===== config.mk =====
export PLATFORM = sky130hd
export DESIGN_NAME = hsv_to_rgb_converter_core
export DESIGN_NICKNAME = d
export VERILOG_FILES = /design/src/rtl/hsvrgb_pkg.sv /design/src/rtl/hsvrgb_sector.sv /design/src/rtl/hsvrgb_mix.sv /design/src/rtl/hsvrgb_scale.sv /design/src/rtl/hsv_to_rgb_converter_core.sv
export SDC_FILE = /design/constraint.sdc
export NUM_CORES = 2
export LEC_CHECK = 0
export ABC_AREA = 1
export BUFFER_PORTS_ARGS = -buffer_cell sky130_fd_sc_hd__buf_4
export CORE_MARGIN = 8
export CORE_UTILIZATION = 45
export CTS_CLUSTER_DIAMETER = 200
export DETAILED_ROUTE_END_ITERATION = 12
export SYNTH_ARGS = -nofsm -noshare
export SYNTH_HDL_FRONTEND = slang
export SYNTH_SLANG_ARGS = --single-unit

===== constraint.sdc =====
create_clock -name i_clk -period 4.65 [get_ports i_clk]
set_input_delay 0.93 -clock i_clk [delete_from_list [all_inputs] [get_ports i_clk]]
set_output_delay 0.93 -clock i_clk [all_outputs]
set_load 0.02 [all_outputs]

===== src/rtl/hsvrgb_pkg.sv =====
package hsvrgb_pkg;

    localparam int unsigned HUE_W         = 15;
    localparam int unsigned CH_W          = 8;
    localparam int unsigned HUE_FRAC_BITS = 6;
    localparam int unsigned CHANNEL_BITS  = 8;
    localparam int unsigned SECTOR_DEG    = 60;
    localparam int unsigned SECTOR_UNITS  = SECTOR_DEG << HUE_FRAC_BITS;
    localparam int unsigned FRAC_ONE      = 256;
    localparam int unsigned SECTOR_HI     = SECTOR_UNITS / FRAC_ONE;
    localparam int unsigned CMAX          = (1 << CHANNEL_BITS) - 1;
    localparam int unsigned FULL_SCALE    = CMAX * FRAC_ONE;

    // reciprocal multipliers, exact over the operand ranges used
    localparam int unsigned RECIP_HI      = 137;    // x / 15 for x < 128, shift 11
    localparam int unsigned RECIP_HI_SH   = 11;
    localparam int unsigned RECIP_LO      = 34953;  // x / 15 for x < 3840, shift 19
    localparam int unsigned RECIP_LO_SH   = 19;
    localparam int unsigned RECIP_CM      = 32897;  // x / 255 for x < 65536, shift 23
    localparam int unsigned RECIP_CM_SH   = 23;

    localparam logic [3:0] SEC_RED_YEL = 4'd0;
    localparam logic [3:0] SEC_YEL_GRN = 4'd1;
    localparam logic [3:0] SEC_GRN_CYN = 4'd2;
    localparam logic [3:0] SEC_CYN_BLU = 4'd3;
    localparam logic [3:0] SEC_BLU_MAG = 4'd4;

    typedef struct packed {
        logic [3:0]      sector;
        logic [11:0]     rem;
        logic [CH_W-1:0] sat;
        logic [CH_W-1:0] bri;
    } t_sec_req;

    typedef struct packed {
        logic [3:0]      sector;
        logic [CH_W-1:0] sat;
        logic [CH_W-1:0] bri;
        logic [15:0]     sf;
        logic [15:0]     sfc;
        logic [15:0]     pv;
    } t_mix_req;

    typedef struct packed {
        logic [3:0]      sector;
        logic [CH_W-1:0] sat;
        logic [CH_W-1:0] bri;
        logic [CH_W-1:0] p;
        logic [CH_W-1:0] q;
        logic [CH_W-1:0] t;
    } t_pqt_req;

endpackage


===== src/rtl/hsvrgb_sector.sv =====
module hsvrgb_sector (
    input  logic                          i_clk,
    input  logic                          i_rst_n,
    input  logic                          i_valid,
    output logic                          o_ready,
    input  logic [hsvrgb_pkg::HUE_W-1:0]  i_hue,
    input  logic [hsvrgb_pkg::CH_W-1:0]   i_sat,
    input  logic [hsvrgb_pkg::CH_W-1:0]   i_bri,
    output logic                          o_valid,
    input  logic                          i_ready,
    output hsvrgb_pkg::t_sec_req          o_req
);

    logic                  r_vld;
    hsvrgb_pkg::t_sec_req  r_req;
    hsvrgb_pkg::t_sec_req  n_req;
    logic [7:0]            w_hi;
    logic [14:0]           w_prod;
    logic [3:0]            w_sec;
    logic [7:0]            w_mul;

    // hue = 256 * hi + lo, sector = hi / 15
    always_comb begin
        w_hi   = {1'b0, i_hue[14:8]};
        w_prod = 15'(w_hi) * 15'(hsvrgb_pkg::RECIP_HI);
        w_sec  = w_prod[hsvrgb_pkg::RECIP_HI_SH +: 4];
        w_mul  = 8'(w_sec) * 8'(hsvrgb_pkg::SECTOR_HI);
        n_req.sector = w_sec;
        n_req.rem    = {4'(w_hi - w_mul), i_hue[7:0]};
        n_req.sat    = i_sat;
        n_req.bri    = i_bri;
    end

    assign o_ready = !r_vld || i_ready;

    always_ff @(posedge i_clk) begin
        if (!i_rst_n) begin
            r_vld <= 1'b0;
        end else if (o_ready) begin
            r_vld <= i_valid;
        end
    end

    always_ff @(posedge i_clk) begin
        if (o_ready && i_valid) begin
            r_req <= n_req;
        end
    end

    assign o_valid = r_vld;
    assign o_req   = r_req;

endmodule


===== src/rtl/hsvrgb_mix.sv =====
module hsvrgb_mix (
    input  logic                  i_clk,
    input  logic                  i_rst_n,
    input  logic                  i_valid,
    output logic                  o_ready,
    input  hsvrgb_pkg::t_sec_req  i_req,
    output logic                  o_valid,
    input  logic                  i_ready,
    output hsvrgb_pkg::t_mix_req  o_req
);

    logic        r_vld2;
    logic        r_vld3;
    logic        w_rdy2;
    logic        w_rdy3;
    logic [3:0]  r_sector2;
    logic [7:0]  r_sat2;
    logic [7:0]  r_bri2;
    logic [7:0]  r_f8;
    logic [15:0] r_pv;
    logic [7:0]  n_f8;
    logic [15:0] n_pv;
    logic [27:0] w_f8_prod;
    logic [16:0] w_sfc;
    hsvrgb_pkg::t_mix_req r_req3;
    hsvrgb_pkg::t_mix_req n_req3;

    always_comb begin
        w_f8_prod = 28'(i_req.rem) * 28'(hsvrgb_pkg::RECIP_LO);
        n_f8      = w_f8_prod[hsvrgb_pkg::RECIP_LO_SH +: 8];
        n_pv      = 16'(i_req.bri) * 16'(8'(hsvrgb_pkg::CMAX) - i_req.sat);
    end

    always_comb begin
        w_sfc         = 17'(r_sat2) * (17'(hsvrgb_pkg::FRAC_ONE) - 17'(r_f8));
        n_req3.sector = r_sector2;
        n_req3.sat    = r_sat2;
        n_req3.bri    = r_bri2;
        n_req3.sf     = 16'(r_sat2) * 16'(r_f8);
        n_req3.sfc    = w_sfc[15:0];
        n_req3.pv     = r_pv;
    end

    assign w_rdy3  = !r_vld3 || i_ready;
    assign w_rdy2  = !r_vld2 || w_rdy3;
    assign o_ready = w_rdy2;

    always_ff @(posedge i_clk) begin
        if (!i_rst_n) begin
            r_vld2 <= 1'b0;
            r_vld3 <= 1'b0;
        end else begin
            if (w_rdy2) begin
                r_vld2 <= i_valid;
            end
            if (w_rdy3) begin
                r_vld3 <= r_vld2;
            end
        end
    end

    always_ff @(posedge i_clk) begin
        if (w_rdy2 && i_valid) begin
            r_sector2 <= i_req.sector;
            r_sat2    <= i_req.sat;
            r_bri2    <= i_req.bri;
            r_f8      <= n_f8;
            r_pv      <= n_pv;
        end
        if (w_rdy3 && r_vld2) begin
            r_req3 <= n_req3;
        end
    end

    assign o_valid = r_vld3;
    assign o_req   = r_req3;

endmodule


===== src/rtl/hsvrgb_scale.sv =====
module hsvrgb_scale (
    input  logic                  i_clk,
    input  logic                  i_rst_n,
    input  logic                  i_valid,
    output logic                  o_ready,
    input  hsvrgb_pkg::t_mix_req  i_req,
    output logic                  o_valid,
    input  logic                  i_ready,
    output hsvrgb_pkg::t_pqt_req  o_req
);

    logic        r_vld4;
    logic        r_vld5;
    logic        w_rdy4;
    logic        w_rdy5;
    logic [3:0]  r_sector4;
    logic [7:0]  r_sat4;
    logic [7:0]  r_bri4;
    logic [7:0]  r_p4;
    logic [23:0] r_qn;
    logic [23:0] r_tn;
    logic [31:0] w_p_prod;
    logic [31:0] w_q_prod;
    logic [31:0] w_t_prod;
    hsvrgb_pkg::t_pqt_req r_req5;
    hsvrgb_pkg::t_pqt_req n_req5;

    assign w_p_prod = 32'(i_req.pv) * 32'(hsvrgb_pkg::RECIP_CM);

    // divide by 255*256: drop the low byte, then divide by 255
    always_comb begin
        w_q_prod      = 32'(r_qn[23:8]) * 32'(hsvrgb_pkg::RECIP_CM);
        w_t_prod      = 32'(r_tn[23:8]) * 32'(hsvrgb_pkg::RECIP_CM);
        n_req5.sector = r_sector4;
        n_req5.sat    = r_sat4;
        n_req5.bri    = r_bri4;
        n_req5.p      = r_p4;
        n_req5.q      = w_q_prod[hsvrgb_pkg::RECIP_CM_SH +: 8];
        n_req5.t      = w_t_prod[hsvrgb_pkg::RECIP_CM_SH +: 8];
    end

    assign w_rdy5  = !r_vld5 || i_ready;
    assign w_rdy4  = !r_vld4 || w_rdy5;
    assign o_ready = w_rdy4;

    always_ff @(posedge i_clk) begin
        if (!i_rst_n) begin
            r_vld4 <= 1'b0;
            r_vld5 <= 1'b0;
        end else begin
            if (w_rdy4) begin
                r_vld4 <= i_valid;
            end
            if (w_rdy5) begin
                r_vld5 <= r_vld4;
            end
        end
    end

    always_ff @(posedge i_clk) begin
        if (w_rdy4 && i_valid) begin
            r_sector4 <= i_req.sector;
            r_sat4    <= i_req.sat;
            r_bri4    <= i_req.bri;
            r_p4      <= w_p_prod[hsvrgb_pkg::RECIP_CM_SH +: 8];
            r_qn      <= 24'(i_req.bri) * (24'(hsvrgb_pkg::FULL_SCALE) - 24'(i_req.sf));
            r_tn      <= 24'(i_req.bri) * (24'(hsvrgb_pkg::FULL_SCALE) - 24'(i_req.sfc));
        end
        if (w_rdy5 && r_vld4) begin
            r_req5 <= n_req5;
        end
    end

    assign o_valid = r_vld5;
    assign o_req   = r_req5;

endmodule


===== src/rtl/hsv_to_rgb_converter_core.sv =====
// path: an accepted request is registered in the sector, mix, scale and output stages before m_axis
// throughput: one pixel per cycle while m_axis_tready stays high, six register stages with a ready chain
// the chain lets a stalled output hold while empty stages keep filling
// reset: synchronous active-low i_rst_n clears every stage valid bit
// pixel data registers are not reset
module hsv_to_rgb_converter_core (
    input  logic        i_clk,
    input  logic        i_rst_n,
    input  logic        s_axis_tvalid,
    output logic        s_axis_tready,
    input  logic [31:0] s_axis_tdata,   // hue[14:0], saturation[22:15], brightness[30:23]
    output logic        m_axis_tvalid,
    input  logic        m_axis_tready,
    output logic [23:0] m_axis_tdata    // red[7:0], green[15:8], blue[23:16]
);

    logic                 w_sec_vld;
    logic                 w_sec_rdy;
    logic                 w_mix_vld;
    logic                 w_mix_rdy;
    logic                 w_pqt_vld;
    logic                 w_rdy6;
    hsvrgb_pkg::t_sec_req w_sec;
    hsvrgb_pkg::t_mix_req w_mix;
    hsvrgb_pkg::t_pqt_req w_pqt;
    logic                 r_vld6;
    logic [7:0]           r_red;
    logic [7:0]           r_green;
    logic [7:0]           r_blue;
    logic [7:0]           n_red;
    logic [7:0]           n_green;
    logic [7:0]           n_blue;

    hsvrgb_sector u_sector (
        .i_clk   (i_clk),
        .i_rst_n (i_rst_n),
        .i_valid (s_axis_tvalid),
        .o_ready (s_axis_tready),
        .i_hue   (s_axis_tdata[14:0]),
        .i_sat   (s_axis_tdata[22:15]),
        .i_bri   (s_axis_tdata[30:23]),
        .o_valid (w_sec_vld),
        .i_ready (w_sec_rdy),
        .o_req   (w_sec)
    );

    hsvrgb_mix u_mix (
        .i_clk   (i_clk),
        .i_rst_n (i_rst_n),
        .i_valid (w_sec_vld),
        .o_ready (w_sec_rdy),
        .i_req   (w_sec),
        .o_valid (w_mix_vld),
        .i_ready (w_mix_rdy),
        .o_req   (w_mix)
    );

    hsvrgb_scale u_scale (
        .i_clk   (i_clk),
        .i_rst_n (i_rst_n),
        .i_valid (w_mix_vld),
        .o_ready (w_mix_rdy),
        .i_req   (w_mix),
        .o_valid (w_pqt_vld),
        .i_ready (w_rdy6),
        .o_req   (w_pqt)
    );

    always_comb begin
        if (w_pqt.sat == '0) begin
            n_red   = w_pqt.bri;
            n_green = w_pqt.bri;
            n_blue  = w_pqt.bri;
        end else begin
            unique case (w_pqt.sector)
                hsvrgb_pkg::SEC_RED_YEL: begin
                    n_red = w_pqt.bri; n_green = w_pqt.t;   n_blue = w_pqt.p;
                end
                hsvrgb_pkg::SEC_YEL_GRN: begin
                    n_red = w_pqt.q;   n_green = w_pqt.bri; n_blue = w_pqt.p;
                end
                hsvrgb_pkg::SEC_GRN_CYN: begin
                    n_red = w_pqt.p;   n_green = w_pqt.bri; n_blue = w_pqt.t;
                end
                hsvrgb_pkg::SEC_CYN_BLU: begin
                    n_red = w_pqt.p;   n_green = w_pqt.q;   n_blue = w_pqt.bri;
                end
                hsvrgb_pkg::SEC_BLU_MAG: begin
                    n_red = w_pqt.t;   n_green = w_pqt.p;   n_blue = w_pqt.bri;
                end
                default: begin
                    n_red = w_pqt.bri; n_green = w_pqt.p;   n_blue = w_pqt.q;
                end
            endcase
        end
    end

    assign w_rdy6 = !r_vld6 || m_axis_tready;

    always_ff @(posedge i_clk) begin
        if (!i_rst_n) begin
            r_vld6 <= 1'b0;
        end else if (w_rdy6) begin
            r_vld6 <= w_pqt_vld;
        end
    end

    always_ff @(posedge i_clk) begin
        if (w_rdy6 && w_pqt_vld) begin
            r_red   <= n_red;
            r_green <= n_green;
            r_blue  <= n_blue;
        end
    end

    assign m_axis_tvalid = r_vld6;
    assign m_axis_tdata  = {r_blue, r_green, r_red};

    a_reset_empty: assert property (@(posedge i_clk)
        !i_rst_n |=> !m_axis_tvalid)
        else $error("output valid after reset");

    a_grey: assert property (@(posedge i_clk) disable iff (!i_rst_n)
        (w_pqt_vld && w_rdy6 && w_pqt.sat == '0) |=>
        (r_red == r_green && r_green == r_blue))
        else $error("zero saturation not grey");

    a_first_sector: assert property (@(posedge i_clk) disable iff (!i_rst_n)
        (w_pqt_vld && w_rdy6 && w_pqt.sector == hsvrgb_pkg::SEC_RED_YEL) |=>
        (r_red == $past(w_pqt.bri)))
        else $error("red not at brightness in first sector");

    a_terms_bounded: assert property (@(posedge i_clk) disable iff (!i_rst_n)
        w_pqt_vld |-> (w_pqt.p <= w_pqt.bri && w_pqt.q <= w_pqt.bri &&
                       w_pqt.t <= w_pqt.bri))
        else $error("p, q or t above brightness");

endmodule


# After elaboration in Yosys (flattened, before gate mapping)
# Index checks and enable logic that the tools add are counted.
# W data, S select, Z words.
# op_classes
reduce_logical	24
addsub	5
n_mul	11
mux	6
eq_ne	4
# ops
operator	count
$mul A16 B16 Y31 const B	3
$pmux W8 S3	3
$mul A8 B24 Y24	2
$sub A16 B16 Y17 const A	2
$mul A12 B16 Y27 const B	1
$mux W8	3
$mul A8 B17 Y16	1
$mul A8 B16 Y16	1
$mul A8 B8 Y16	1
$mul A7 B8 Y15 const B	1
$sub A9 B8 Y10 const A	1
$sub A8 B8 Y9 const A	1
$eq A4 B2 Y1 const B	2
$logic_not A8 Y1	1
$reduce_or A2 Y1	4
$logic_and A1 B1 Y1	6
$logic_not A1 Y1	6
$logic_or A1 B1 Y1	6
$eq A4 B1 Y1 const B	1
$eq A4 B3 Y1 const B	1
$logic_not A4 Y1	1
$mul A4 B1 Y4 const B	1
$sub A4 B4 Y4	1
# word_totals
reg_bits	294
wordCells	86

# Depth between registers and ports, before layout
# logic_depth
ltp_word	8
ltp_mapped	31
ltp_nobuf	30

# By module
# Synthesis repeated with hierarchy kept, for this count alone.
# unflattened
cells_unflattened	4107
hier_area_um2	33887.5
# by_module_without_submodules
module	cells_each	instances	area_each_um2
hsvrgb_scale	2301	1	18193.7
hsvrgb_mix	1361	1	12009.0
hsv_to_rgb_converter_core	287	1	1938.1
hsvrgb_sector	158	1	1746.7

# Least setup slack after synthesis
# No wires, ideal clock.
# synth_timing
path_kind	register to register
start	register u_mix.r_req3 (netlist bit u_mix.o_req[16])
end	register u_scale.r_tn[22], data pin
n_path_buf	1
arrival_time_ps	4865
t_required_ps	4397
period_less_slack_ps	5118
stages_incl_launch_ff	26
setup_slack_ps	-468
setup_ps	253
path_cell_list	edfxtp_1 > buf_6 > inv_2 > ha_1 > nand2_1 > nor2_2 > inv_2 > nor2_4 > inv_1 > o21bai_2 > xor2_1 > inv_2 > nor2_1 > fa_1 > fa_1 > fa_1 > inv_1 > fa_1 > inv_1 > ha_1 > nand2_1 > nor2_1 > nor3b_1 > nand4_1 > nand4_1 > nand2_1
# synth_between
elab_chain_len	2
# synth_rtl
item	line_no	text
from (decl)	hsvrgb_mix.sv:25	hsvrgb_pkg::t_mix_req r_req3;
from (signal assigned)	hsvrgb_mix.sv:71	r_req3 <= n_req3;
$sub A16 B16 Y17	hsvrgb_scale.sv:67	r_tn <= 24'(i_req.bri) * (24'(hsvrgb_pkg::FULL_SCALE) - 24'(i_req.sfc));
$mul A8 B24 Y24	hsvrgb_scale.sv:67	
to (signal assigned)	hsvrgb_scale.sv:67	
to (decl)	hsvrgb_scale.sv:21	logic [23:0] r_tn;
# Every way passes these cells.
# A chain may end at the register's enable or synchronous reset.

# Worst setup path after layout
# layout_timing
start	register u_mix.r_req3 (netlist bit u_mix.o_req[16])
end	register u_scale.r_tn[21], data pin
# Same word-level chain as after synthesis.

==> results_dict.tcl <==
set metrics [dict create \
    run_status "finished, violations left" \
    failed_checks "negative setup slack" \
    drt.antenna.violating_nets 0 \
    clkSinkCount 277 \
    maxCapViolCount 0 \
    report.final.setup_viol 29 \
    antenna_found_initial 0 \
    worstPathMaxFanout 4 \
    syn-mean-instance-area_um2 8.47 \
    layout.cells.most_common "inv_1" \
    fin_ws_ns -0.391 \
    postSynth.asyncResetShare 0 \
    core_mm2 0.0716 \
    cp-end-kind "register" \
    groute.usage.overall 0.189 \
    min_path_cells 0 \
    via_to_cell_ratio 4.98 \
    timing.final.max_slew_violations 0 \
    core.rowCount 98 \
    max_clock_freq_mhz 198 \
    postSynth.topFlopCell "edfxtp_1" \
    worstMarginPinSlew_ns 1.03 \
    worst-r2r-setup-slack_ns -0.39 \
    fp.dieArea_mm2 0.0813 \
    grt_remaining_overflow 0 \
    syn-cell-area_mm2 0.0326 \
    syn2layout_area_growth_pct 23.2 \
    relSlewSlack 0.314 \
    floorplan.io_pins 62 \
    grt_pass1_vias 26100 \
    clk_pin_slew_worst_paths_ns 0.06 \
    drc_errors 0 \
    final_cell_mix "inv_1, nand2_1, ha_1" \
    cp-start-kind "register" \
    clk_path_buf_depth 3 \
    hp-class "register to register" \
    finClkSkew_ns 0.0366 \
    fin_crit_sh 1.08 \
    synth_enable_flop_cells 271 \
    routed-via-count 25900 \
    timing.final.hold_violations 0 \
    starting_density_of_the_core 0.455 \
    fin_setup_tns_ns -7.62 \
    cts-buffers-inserted 37 \
    drt-total-wl_um 78500 \
    weighted_congestion_at_the_end_of_routability_driven_global_placement 0.926 \
    worst_ep_arrival_time_ns 5.31 \
    routed_wire_length_per_instance_um 15.1 \
    die_extent_in_x_um 285 \
    final_net_count 5033 \
    drive_above_1_share 0.217 \
    root_buffer "clkbuf_16" \
    first_pass_iters 5 \
    port_buffers 60 \
    die_y_um 285 \
    insertedDiodeCount 0 \
    synth_seq_cells 277 \
    cts_tree "built" \
    grt_setup_unrepaired "true" \
    synth.yosys.warnings 0 \
    finalCriticalPeriod_ns 5.04 \
    reg2regPathDepth 23 \
    netlist_instances 3850 \
    setup.worst_path.class "register to register" \
    cts-htree-levels 2 \
    post_detailed_placement_half_perimeter_wirelength_um 63200 \
    clkLatencyLatePin_ns 0.54 \
    largest_net_degree_at_the_start_of_global_routing 68 \
    synth.yosys.seq_area_share 0.253 \
    post_synth_num_cell_types 51 \
    drt_first_iter_violations 1344 \
    critical_path_required_ns 4.92 \
    postCtsHoldBufs 0 \
    syn-num-nets 4656 \
    grt_first_pass_wirelength_um 128000 \
]
[routing by layer]
metal	up-vias	global-route usage	share of wire
met3	126	0.0186	0.034
met5	-	0	0
li1	12900	-	-
met2	485	0.328	0.49
met4	0	0.0578	0.029
met1	12400	0.247	0.45
[layout make-up]
| cell class | instances | area [µm²] |
|---|---|---|
| well taps | 950 | 1190 |
| fillers | 6534 | 31400 |
| flip-flops and latches | 277 | 8260 |
| multi-input cells | 2689 | 23300 |
| repair buffers | 393 | 3100 |
| inverters | 829 | 3130 |
| clock inverters | 24 | 264 |
| clock buffers | 41 | 961 |
[worst max-delay path: stages (launching register included)]
cell and delay [ns]:
edfxtp_1 0.44, clkinv_4 0.10, ha_4 0.14, nand2_4 0.05, nor2_4 0.12, inv_2 0.06, nor2_4 0.13, inv_2 0.07
o21bai_4 0.18, xor2_4 0.20, nand2_1 0.10, fa_1 0.49, inv_1 0.06, fa_1 0.48, fa_1 0.50, inv_1 0.05
fa_1 0.51, inv_2 0.05, ha_4 0.31, nand2_4 0.09, nor4_4 0.32, nand3_1 0.15, nand4_1 0.09, nand2_1 0.08
[sequential cells by signal, indices dropped and copies added (netlist names), 4 cells and up]
signal / flops
u_mix.r_sat2: 8
u_mix.r_sector2: 4
u_scale.r_sat4: 8
u_scale.r_qn: 16
u_scale.r_sector4: 4
u_scale.r_p4: 8
u_mix.o_req: 67
r_red: 8
r_green: 8
r_blue: 8
u_scale.r_bri4: 8
u_scale.r_tn: 16
u_scale.o_req: 44
u_sector.o_req: 32
u_mix.r_bri2: 8
u_mix.r_f8: 8
u_mix.r_pv: 16
[cell usage after synthesis (25+ instances only)]
cell | instances | area share
a21oi_1 | 135 | 0.021
clkbuf_1 | 42 | 0.0048
edfxtp_1 | 271 | 0.25
fa_1 | 337 | 0.21
ha_1 | 433 | 0.17
inv_1 | 823 | 0.095
nand2_1 | 794 | 0.091
nand3_1 | 134 | 0.021
nand4_1 | 41 | 0.0079
nor2_1 | 434 | 0.050
nor3_1 | 37 | 0.0057
o21ai_0 | 107 | 0.016
xnor2_1 | 25 | 0.0067
xor2_1 | 61 | 0.016
[cell families after synthesis]
| group | Yosys count | share of synthesized area |
|---|---|---|
| simple gates | 1498 | 0.189 |
| buf+inv | 884 | 0.103 |
| fa+ha+maj | 770 | 0.373 |
| compound gates | 335 | 0.0590 |
| flops | 277 | 0.253 |
| xor+xnor | 86 | 0.0231 |
[worst paths after layout]
path                           from                end
hold / removal    u_scale.r_bri4[2]  u_scale.o_req[26]
hold reg to reg   u_scale.r_bri4[2]  u_scale.o_req[26]
setup / recovery    u_mix.o_req[16]   u_scale.r_tn[21]
setup reg to reg    u_mix.o_req[16]   u_scale.r_tn[21]
[what timing repair did]
item / in CTS / in global routing
setup endpoints to repair: 40 / 41
buffers inserted: 25 / 38
resized for setup: 252 / 239
pin swaps: 144 / 168
[metrics by stage]
| step | worst slack (ns) | utilization | hold slack [ns] | cell area, µm² | instances |
|---|---|---|---|---|---|
| after floorplan | -0.209 | - | 0.400 | 33200 | 3850 |
| after global placement | -0.470 | 0.512 | 0.401 | 36700 | 5076 |
| after detailed placement | -0.519 | 0.512 | 0.405 | 36700 | 5076 |
| after CTS | -0.373 | 0.545 | 0.409 | 39000 | 5166 |
| after global routing | -0.646 | 0.561 | 0.413 | 40200 | 5203 |
| final | -0.391 | 0.561 | 0.406 | 40200 | 5203 |
Power is not shown: default switching activity piles up to over one toggle a cycle in this logic, so the estimate is an artifact.
